$ cat src/design/tthq_ram.sv
// Generic single write port RAM with one registered read port.
`default_nettype none
module tthq_ram #(
   parameter int WIDTH = 8,
   parameter int DEPTH = 16
) (
   input  wire logic                     clock,
   input  wire logic                     write_enable,
   input  wire logic [$clog2(DEPTH)-1:0] write_addr,
   input  wire logic [WIDTH-1:0]         write_data,
   input  wire logic [$clog2(DEPTH)-1:0] read_addr,
   output logic [WIDTH-1:0]              read_data
);
   logic [WIDTH-1:0] mem [DEPTH];

   always_ff @(posedge clock) begin
      if (write_enable) begin
         mem[write_addr] <= write_data;
      end
      read_data <= mem[read_addr];
   end
endmodule
`default_nettype wire

$ cat config.mk
export PLATFORM = sky130hd
export DESIGN_NAME = tthq_ram
export DESIGN_NICKNAME = d
export VERILOG_FILES = /design/src/design/tthq_ram.sv
export SDC_FILE = /design/constraint.sdc
export NUM_CORES = 1
export LEC_CHECK = 0
export BUFFER_PORTS_ARGS = -buffer_cell sky130_fd_sc_hd__buf_2
export CAP_MARGIN = 20
export CORE_UTILIZATION = 40
export DETAILED_ROUTE_END_ITERATION = 12
export PLACE_DENSITY_LB_ADDON = 0.05
export SLEW_MARGIN = 0
export SYNTH_ARGS = -nofsm -noshare
export SYNTH_HDL_FRONTEND = slang
export SYNTH_SLANG_ARGS = --single-unit
$ cat constraint.sdc
create_clock -name clock -period 2.3 [get_ports clock]
set_clock_uncertainty 0.2 [all_clocks]
set_input_delay 0.345 -clock clock [delete_from_list [all_inputs] [get_ports clock]]
set_output_delay 0.345 -clock clock [all_outputs]
set_load 0.02 [all_outputs]
==> results of run 1 <==
-- state kept, by name (all words and copies together) (netlist names) --
register,flops
mem,128
read_data,8
-- area by class of cell --
class,count,area [µm²]
clock buffer,18,429.2
clock inverter,13,183.9
fill,1033,6369
multi-input combinational,83,1057
sequential,136,4004
tap,172,215.2
timing repair buffer,48,310.3
-- through the flow --
| stage | cells | hold WS, ns | worst slack (ns) | utilization (%) | total power, mW |
|---|---|---|---|---|---|
| 4_1_cts | 470 | 0.1219 | 0.6988 | 49.33 | 5.935 |
| 2_1_floorplan | 229 | 0.2439 | 0.2621 | - | 2.995 |
| 3_5_place_dp | 439 | 0.4669 | 0.2945 | 44.45 | 3.128 |
| 5_1_grt | 470 | 0.1307 | 0.6580 | 49.33 | 6.050 |
| 6_report | 470 | 0.1267 | 0.7280 | 49.33 | 5.886 |
| 3_3_place_gp | 439 | 0.4585 | 0.2953 | 44.45 | 3.125 |
-- path summary, 6_finish.rpt --
| path | cells after the start | slack [ns] | to |
|---|---|---|---|
| worst max-delay path | 3 | 0.73 | read_data[0]$_DFF_P_ |
| worst min-delay path | 1 | 0.13 | mem[9][3]$_DFFE_PP_ |
| worst max register to register | 3 | 0.73 | read_data[0]$_DFF_P_ |
| worst min register to register | 3 | 0.47 | read_data[2]$_DFF_P_ |
-- critical path, cell delays in order, from the launching register on --
cell	delay [ns]
edfxtp_1	0.36
mux4_2	0.47
a22oi_1	0.34
nand2_1	0.09
-- layout by cell type (no fill, tap or decap) --
cell type,count
a22oi_1,16
and2_1,1
and2b_1,1
buf_12,1
buf_2,25
buf_4,22
bufinv_16,5
clkbuf_1,1
clkbuf_16,17
clkinv_1,5
clkinv_2,3
dfxtp_1,8
edfxtp_1,128
mux4_1,14
mux4_2,18
nand2_1,9
nand2b_1,2
nand3_1,1
nand3b_1,2
nor2_1,13
nor2b_1,1
nor3_1,4
or3b_2,1
-- cell families (layout without fill, tap and decap cells) --
logic type	after synthesis	count (layout)	synth area share, %
compound gates	16	16	2.334
buf+inv	10	79	1.677
flops	136	136	77.78
mux	32	32	15.02
simple gates	35	35	3.184
-- power groups by stage --
stage,Clock [mW],Combinational [mW],Sequential (mW)
CTS,2.86,0.289,2.79
global placement,0,0.287,2.84
global route,2.95,0.308,2.79
detailed placement,0,0.288,2.84
floorplan,0,0.141,2.85
finish,2.82,0.282,2.79
-- layer usage --
layer / vias to the layer above / wire [µm]
met5: - / 0
met4: 0 / 204
met3: 14 / 508
met2: 60 / 4944
met1: 1257 / 5054
li1: 1087 / -
==> out/results.ini, run 1 <==
[cts]
cts_made_buffers = 17
cts_hold_buffers = 0
cts.sinks = 136
cts_setup_buffers = 0
cts_resized = 0
clk_latency_ns = 0.41
cts_htree_levels = 4
cts_root_buf = clkbuf_16
clk_path_buf_depth = 2
cts_tree = built
cts.clk_slew.worst_paths_ns = 0.05

[critical_path]
crit_fanout = 1
cp-startpoint = mem[11][0]$_DFFE_PP_
cp_data_arrival_time_ns = 1.66
end_kind = flop
timing.rr.start = mem[11][0]$_DFFE_PP_
path_class = reg2reg
critPathLaunchType = flop
required_ns = 2.38

[cells_and_area]
nNetsFinal = 304
fin_area_um2 = 6200
diodes = 0
layout-drive-gt1-share_pct = 30.87
syn_to_final_growth_pct = 20.44

[timing]
rsz0062_at_grt = false
max_freq_mhz = 636.1
hold_viol = 0
slew_headroom_pct = 66.96
final_max_slew_viol_count = 0
min_period_ns = 1.572
min_period_over_period_pct = 68.35
tightest_slew_ns = 0.4938
setup_tns_ns = 0
finalSetupViolations = 0

[synthesis]
synth-seq-area-share_pct = 77.78
syn-num-nets = 247
synth_enable_flop_cells = 128
synth_cell_types = 19
synth_area_um2 = 5147
syn_avg_cell_area_um2 = 22.48
synth_top_cell_by_area = edfxtp_1
synthArstFlopShare_pct = 0
synth_ff_type = edfxtp_1
ys_ff_latch = 136
yosysWarnings = 0
synthTopCellsByCount = 128 x edfxtp_1, 18 x mux4_2, 16 x a22oi_1
synth_top_area_share_pct = 74.67
synthTopCellsByArea = edfxtp_1 75%, mux4_2 7.9%, mux4_1 7.1%
synthCells = 229
synth.most_common_cell = edfxtp_1

[detailed_routing]
postRouteAntennaNets = 0
via_per_inst = 5.145
vias = 2418
wirelength_mm = 10.71
drt-wirelength-per-cell_um = 22.79
first_iter_violations = 135
drc = 0
drt_pass1_iterations = 4

[global_route]
grt_pass1_wl_mm = 15.84
grt_pass1_vias = 2541
grtUsageMet2_pct = 27.15
track_usage_pct = 18.08
use_met3_pct = 4.289
antenna_found_initial = 0
grt_util_met1_pct = 25.12
grt_max_degree = 24
grt_busiest_layer = met2
overflow = 0

[pwr]
p_seq_share_pct = 47.4
swShare_pct = 18.89
p_sw_mw = 1.112
leakagePower_nw = 2.121
intPower_mw = 4.774
pwr-share-comb_pct = 4.8
ir_drop_mv = 0.4837
p_per_area_nw_per_um2 = 949.4
share_clk_of_total_power_pct = 47.8

[floorplan]
die-area_um2 = 13330
ios = 26
start_util_pct = 40.96
die_w_um = 115.4
fp-row-count = 41
dieHeight_um = 115.4
core_area_um2 = 12570

[status]
status = finished, final reports clean

[placed_design]
port_buffers = 25
place_area_um2 = 5587
place_congestion = 0.7292
dpl.hpwl_mm = 6.915

[worst_hold_path]
hold_start = write_data[3]
hp-class = in2reg

[job]
drv_cap = 0

No activity file was read; power rests on OpenSTA's default activity.
==> inputs of run 2 (changes only) <==
--- a/config.mk
+++ b/config.mk
@@ -5,6 +5,7 @@
 export SDC_FILE = /design/constraint.sdc
 export NUM_CORES = 1
 export LEC_CHECK = 0
+export ABC_AREA = 1
 export BUFFER_PORTS_ARGS = -buffer_cell sky130_fd_sc_hd__buf_2
 export CAP_MARGIN = 20
 export CORE_UTILIZATION = 40
==> constraint.sdc (replaced) <==
create_clock -name clock -period 1.41 [get_ports clock]
set_clock_uncertainty 0.2 [all_clocks]
set_input_delay 0.2115 -clock clock [delete_from_list [all_inputs] [get_ports clock]]
set_output_delay 0.2115 -clock clock [all_outputs]
set_load 0.02 [all_outputs]
==> out/results.ini, run 2 <==
[timing]
rsz0062_at_grt = false
tightest_slew_ns = 0.4357
max_freq_mhz = 729.5
slew_headroom_pct = 70.96
finalSetupViolations = 0
min_period_over_period_pct = 97.22
min_period_ns = 1.371
hold_viol = 0
hold_slack_ns = 0.03273
final_max_slew_viol_count = 0

[floorplan]
core_area_um2 = 13990
ios = 26
dieHeight_um = 122.1
fp-row-count = 43
die_w_um = 122.1
die-area_um2 = 14900
start_util_pct = 41.23

[critical_path]
timing.rr.start = mem[2][3]$_DFFE_PP_
path_class = reg2out
end_kind = output pin
cpPeakStageDelay_ns = 0.36
cp.buffers_inverters = 1
r2r_end = read_data[3]$_DFF_P_
cp_slowest_cell = dfxtp_1
critical-path-top-delay-family = flip-flops
critPathLaunchType = flop
reg2regPathDepth = 6
cp_data_arrival_time_ns = 0.96
rrSetupSlack_ns = 0.17
cp_cell_sequence = buf_2
required_ns = 1.00
crit_fanout = 1

[pwr]
ir_drop_mv = 0.8251
p_per_area_nw_per_um2 = 1375
leakagePower_nw = 2.985
total_power_mw = 9.431

[worst_hold_path]
whs_endpoint = mem[11][4]$_DFFE_PP_
hold_depth = 1
hp-class = in2reg
hold_start = write_data[4]

[detailed_routing]
first_iter_violations = 347
via_per_inst = 4.703
vias = 3748
drc = 0
drt-wirelength-per-cell_um = 17.61
wirelength_mm = 14.04
drt_pass1_iterations = 5
postRouteAntennaNets = 0

[global_route]
grt_max_degree = 39
grt_pass1_vias = 3603
antenna_found_initial = 0
overflow = 0
track_usage_pct = 21.12
grt_pass1_wl_mm = 21.96

[cts]
cts.clk_slew.worst_paths_ns = 0.06
clk_latency_ns = 0.42
cts.sinks = 136
clk_path_buf_depth = 2
cts_made_buffers = 17
cts_tree = built
cts_htree_levels = 4
cts_root_buf = clkbuf_16

[cells_and_area]
syn_to_final_growth_pct = 18.94
mostFrequentLayoutCell = nand2_1
layout-drive-gt1-share_pct = 13.94
largest_reg_flops = 128
finalNonFillerCells = 797
fillers = 1311
diodes = 0
layout_common_cells = 173 x nand2_1, 128 x edfxtp_1, 99 x inv_1
nNetsFinal = 622
largest-register = mem
final_util_pct = 49.03
largestRegisters = mem: 128 flops, read_data: 8 flops

[synthesis]
synth-seq-area-share_pct = 69.43
synthArstFlopShare_pct = 0
synth_area_um2 = 5767
synth_ff_type = edfxtp_1
synth.most_common_cell = nand2_1
synth_top_cell_by_area = edfxtp_1
ys_ff_latch = 136
synth_enable_flop_cells = 128
synth_top_area_share_pct = 66.65
yosysWarnings = 0
syn_avg_cell_area_um2 = 10.47
synthCells = 551
synthTopCellsByArea = edfxtp_1 67%, nand2_1 11%, nand3_1 8.4%
syn-num-nets = 569
synth_cell_types = 12
synthTopCellsByCount = 173 x nand2_1, 128 x edfxtp_1, 100 x inv_1

[job]
drv_cap = 0

[placed_design]
dp_cells = 764
port_buffers = 25
dpl.hpwl_mm = 8.956
place_congestion = 0.7790

[status]
status = finished, final reports clean

## run 2: where the power goes
| part | leakage [nW] | switching [mW] | total (mW) | internal, mW |
|---|---|---|---|---|
| Sequential | 1.22 | 0.0314 | 4.55 | 4.52 |
| Combinational | 1.48 | 0.439 | 0.645 | 0.206 |
| Clock | 0.277 | 1.53 | 4.23 | 2.70 |
| Total | 2.99 | 2.00 | 9.43 | 7.43 |
## run 2: what timing repair did
item                                    CTS  global route
endpoints found under the hold margin     7             0
gates resized for setup                   1             4
endpoints found under the setup margin    1             4
hold buffers                              1             0
buffers inserted                          0             0
## run 2: metrics by stage
step                area [µm²]  setup WS [ns]  TNS [ns]
finish                    6859        0.03926         0
global route              6859       0.003970         0
CTS                       6847       0.004564         0
detailed placement        6266        -0.1285    -1.896
global placement          6266        -0.1673    -1.654
floorplan                 5767        0.04766         0
## run 2: area by class of cell
cell class | instances | area (µm²) | area share (%)
inverter | 102 | 386.6 | 5.637
multi-input combinational | 289 | 1219 | 17.77
clock buffer | 29 | 530.5 | 7.734
tap | 180 | 225.2 | 3.283
clock inverter | 3 | 37.54 | 0.5472
timing repair buffer | 58 | 455.4 | 6.640
sequential | 136 | 4005 | 58.39
## run 2: cells by family (layout without fill, tap and decap cells)
logic type,Yosys count,in the layout,share of synthesized area (%)
AND/OR/NAND/NOR,289,289,21.05
flip-flops,136,136,69.43
buffers and inverters,126,192,9.525
## run 2: worst max-delay path by stage
stage | from | end | depth (start not counted)
finish | read_data[2]$_DFF_P_ | read_data[2] | 1
global route | read_addr[3] | read_data[3]$_DFF_P_ | 5
CTS | read_data[5]$_DFF_P_ | read_data[5] | 1
detailed placement | read_addr[0] | read_data[3]$_DFF_P_ | 9
global placement | read_addr[0] | read_data[3]$_DFF_P_ | 9
floorplan | write_addr[3] | mem[4][0]$_DFFE_PP_ | 2
## run 2: metal layers
layer | track usage [%] | share of wire [%]
met1 | 31.04 | 51
met2 | 30.33 | 43
met3 | 4.213 | 4.1
met4 | 8.765 | 2.0
met5 | 0 | 0
==> inputs of run 3 (changes only) <==
--- a/config.mk
+++ b/config.mk
@@ -8,6 +8,7 @@
 export ABC_AREA = 1
 export BUFFER_PORTS_ARGS = -buffer_cell sky130_fd_sc_hd__buf_2
 export CAP_MARGIN = 20
+export CORE_MARGIN = 2
 export CORE_UTILIZATION = 40
 export DETAILED_ROUTE_END_ITERATION = 12
 export PLACE_DENSITY_LB_ADDON = 0.05
==> out/results.ini, run 3 (synthesis gave the netlist of run 2 again) <==
[detailed_routing]
postRouteAntennaNets = 0
drt-wirelength-per-cell_um = 17.27
via_per_inst = 4.764
first_iter_violations = 271
drt_pass1_iterations = 5
vias = 3797
drc = 0
wirelength_mm = 13.77

[cts]
clk_latency_ns = 0.42
cts.clk_slew.worst_paths_ns = 0.06
cts_made_buffers = 17
cts_root_buf = clkbuf_16
cts_setup_buffers = 0
cts.sinks = 136
cts_tree = built
cts_hold_buffers = 0
cts_htree_levels = 4
clk_path_buf_depth = 2

[pwr]
swShare_pct = 20.56
share_clk_of_total_power_pct = 48.5
intPower_mw = 7.995
leakagePower_nw = 3.035
total_power_mw = 10.06
pwr-share-comb_pct = 6.3
p_seq_share_pct = 45.2
p_per_area_nw_per_um2 = 1451
ir_drop_mv = 0.8274
p_sw_mw = 2.069

[critical_path]
end_kind = output pin
critPathLaunchType = flop
cp_data_arrival_time_ns = 0.95
reg2regPathDepth = 6
cp.buffers_inverters = 1
cp_slowest_cell = dfxtp_1
critical-path-top-delay-family = flip-flops
crit_cells = 1
crit_fanout = 1
cp_cell_sequence = buf_4
required_ns = 1.00
rrSetupSlack_ns = 0.12
path_class = reg2out
cpPeakStageDelay_ns = 0.37

[cells_and_area]
layout-drive-gt1-share_pct = 14.26
largestRegisters = mem: 128 flops, read_data: 8 flops
mostFrequentLayoutCell = nand2_1
nNetsFinal = 622
diodes = 0
largest-register = mem
fin_area_um2 = 6938
layout_common_cells = 173 x nand2_1, 128 x edfxtp_1, 100 x inv_1
largest_reg_flops = 128
syn_to_final_growth_pct = 20.31

[worst_hold_path]
hp-class = in2reg
hold_depth = 1

[timing]
min_period_over_period_pct = 96.40
final_max_slew_viol_count = 0
hold_viol = 0
tightest_slew_ns = 0.4075
max_freq_mhz = 735.7
slew_headroom_pct = 72.83
setup_tns_ns = 0
min_period_ns = 1.359
finalSetupViolations = 0
rsz0062_at_grt = false

[status]
status = finished, final reports clean

[floorplan]
start_util_pct = 41.23
fp-row-count = 43
die-area_um2 = 15390
core_area_um2 = 13990
ios = 26
dieHeight_um = 124.1
die_w_um = 124.1

[global_route]
grt_pass1_wl_mm = 21.39
overflow = 0
grt_max_degree = 39
track_usage_pct = 19.87
antenna_found_initial = 0
grt_pass1_vias = 3751

[job]
drv_cap = 0

[placed_design]
port_buffers = 25
dpl.hpwl_mm = 8.822
place_area_um2 = 6286
place_congestion = 0.8332

## run 3: changes by cell type in the layout (fill, tap and decap cells not counted), sizes merged
| cell | before | now |
|---|---|---|
| clkbuf | 30 | 23 |
| inv | 101 | 102 |
| clkinvlp | 1 | 0 |
| dlygate4sd3 | 1 | 0 |
| buf | 56 | 58 |
| clkinv | 2 | 4 |
| bufinv | 1 | 5 |
## run 3: final timing paths
| check | from | endpoint |
|---|---|---|
| worst min register to register | mem[13][1]$_DFFE_PP_ | read_data[1]$_DFF_P_ |
| worst max-delay path | read_data[7]$_DFF_P_ | read_data[7] |
| worst min-delay path | write_data[1] | mem[7][1]$_DFFE_PP_ |
| worst max register to register | mem[7][5]$_DFFE_PP_ | read_data[5]$_DFF_P_ |
## run 3: power by group through the flow
stage,registers [mW],logic (mW),clock network (mW)
2_1_floorplan,4.66,0.319,0
4_1_cts,4.55,0.646,4.92
3_3_place_gp,4.64,0.638,0
3_5_place_dp,4.64,0.642,0
5_1_grt,4.56,0.710,5.13
6_report,4.55,0.637,4.88
## run 3: routing by layer
layer / up-vias / GRT usage [%] / routed length, µm
met1: 1815 / 27.36 / 6561
met5: - / 0 / 0
met4: 0 / 10.74 / 418
met2: 76 / 29.44 / 6226
li1: 1879 / - / -
met3: 27 / 4.212 / 561
## run 3: per-stage QoR
stage | setup WS (ns) | cells | util, % | hold WS (ns)
4_1_cts | 0.005311 | 797 | 49.58 | 0.01173
3_5_place_dp | -0.1672 | 765 | 44.94 | 0.4293
2_1_floorplan | 0.04766 | 551 | - | 0.1104
3_3_place_gp | -0.1460 | 765 | 44.94 | 0.4296
5_1_grt | 0.01080 | 797 | 49.60 | 0.01942
6_report | 0.05078 | 797 | 49.60 | 0.01223
## run 3: cell type report
| class | instances | area [µm²] |
|---|---|---|
| fillers | 1297 | 7051 |
| flip-flops and latches | 136 | 4004 |
| multi-input cells | 289 | 1214 |
| clock buffers | 23 | 478.0 |
| repair buffers | 58 | 465.4 |
| inverters | 102 | 382.9 |
| well taps | 180 | 225.2 |
| clock inverters | 9 | 168.9 |
## run 3: timing repair
action,4_1_cts,5_1_grt
gates resized for setup,1,1
pin swaps,0,0
endpoints found under the setup margin,1,1
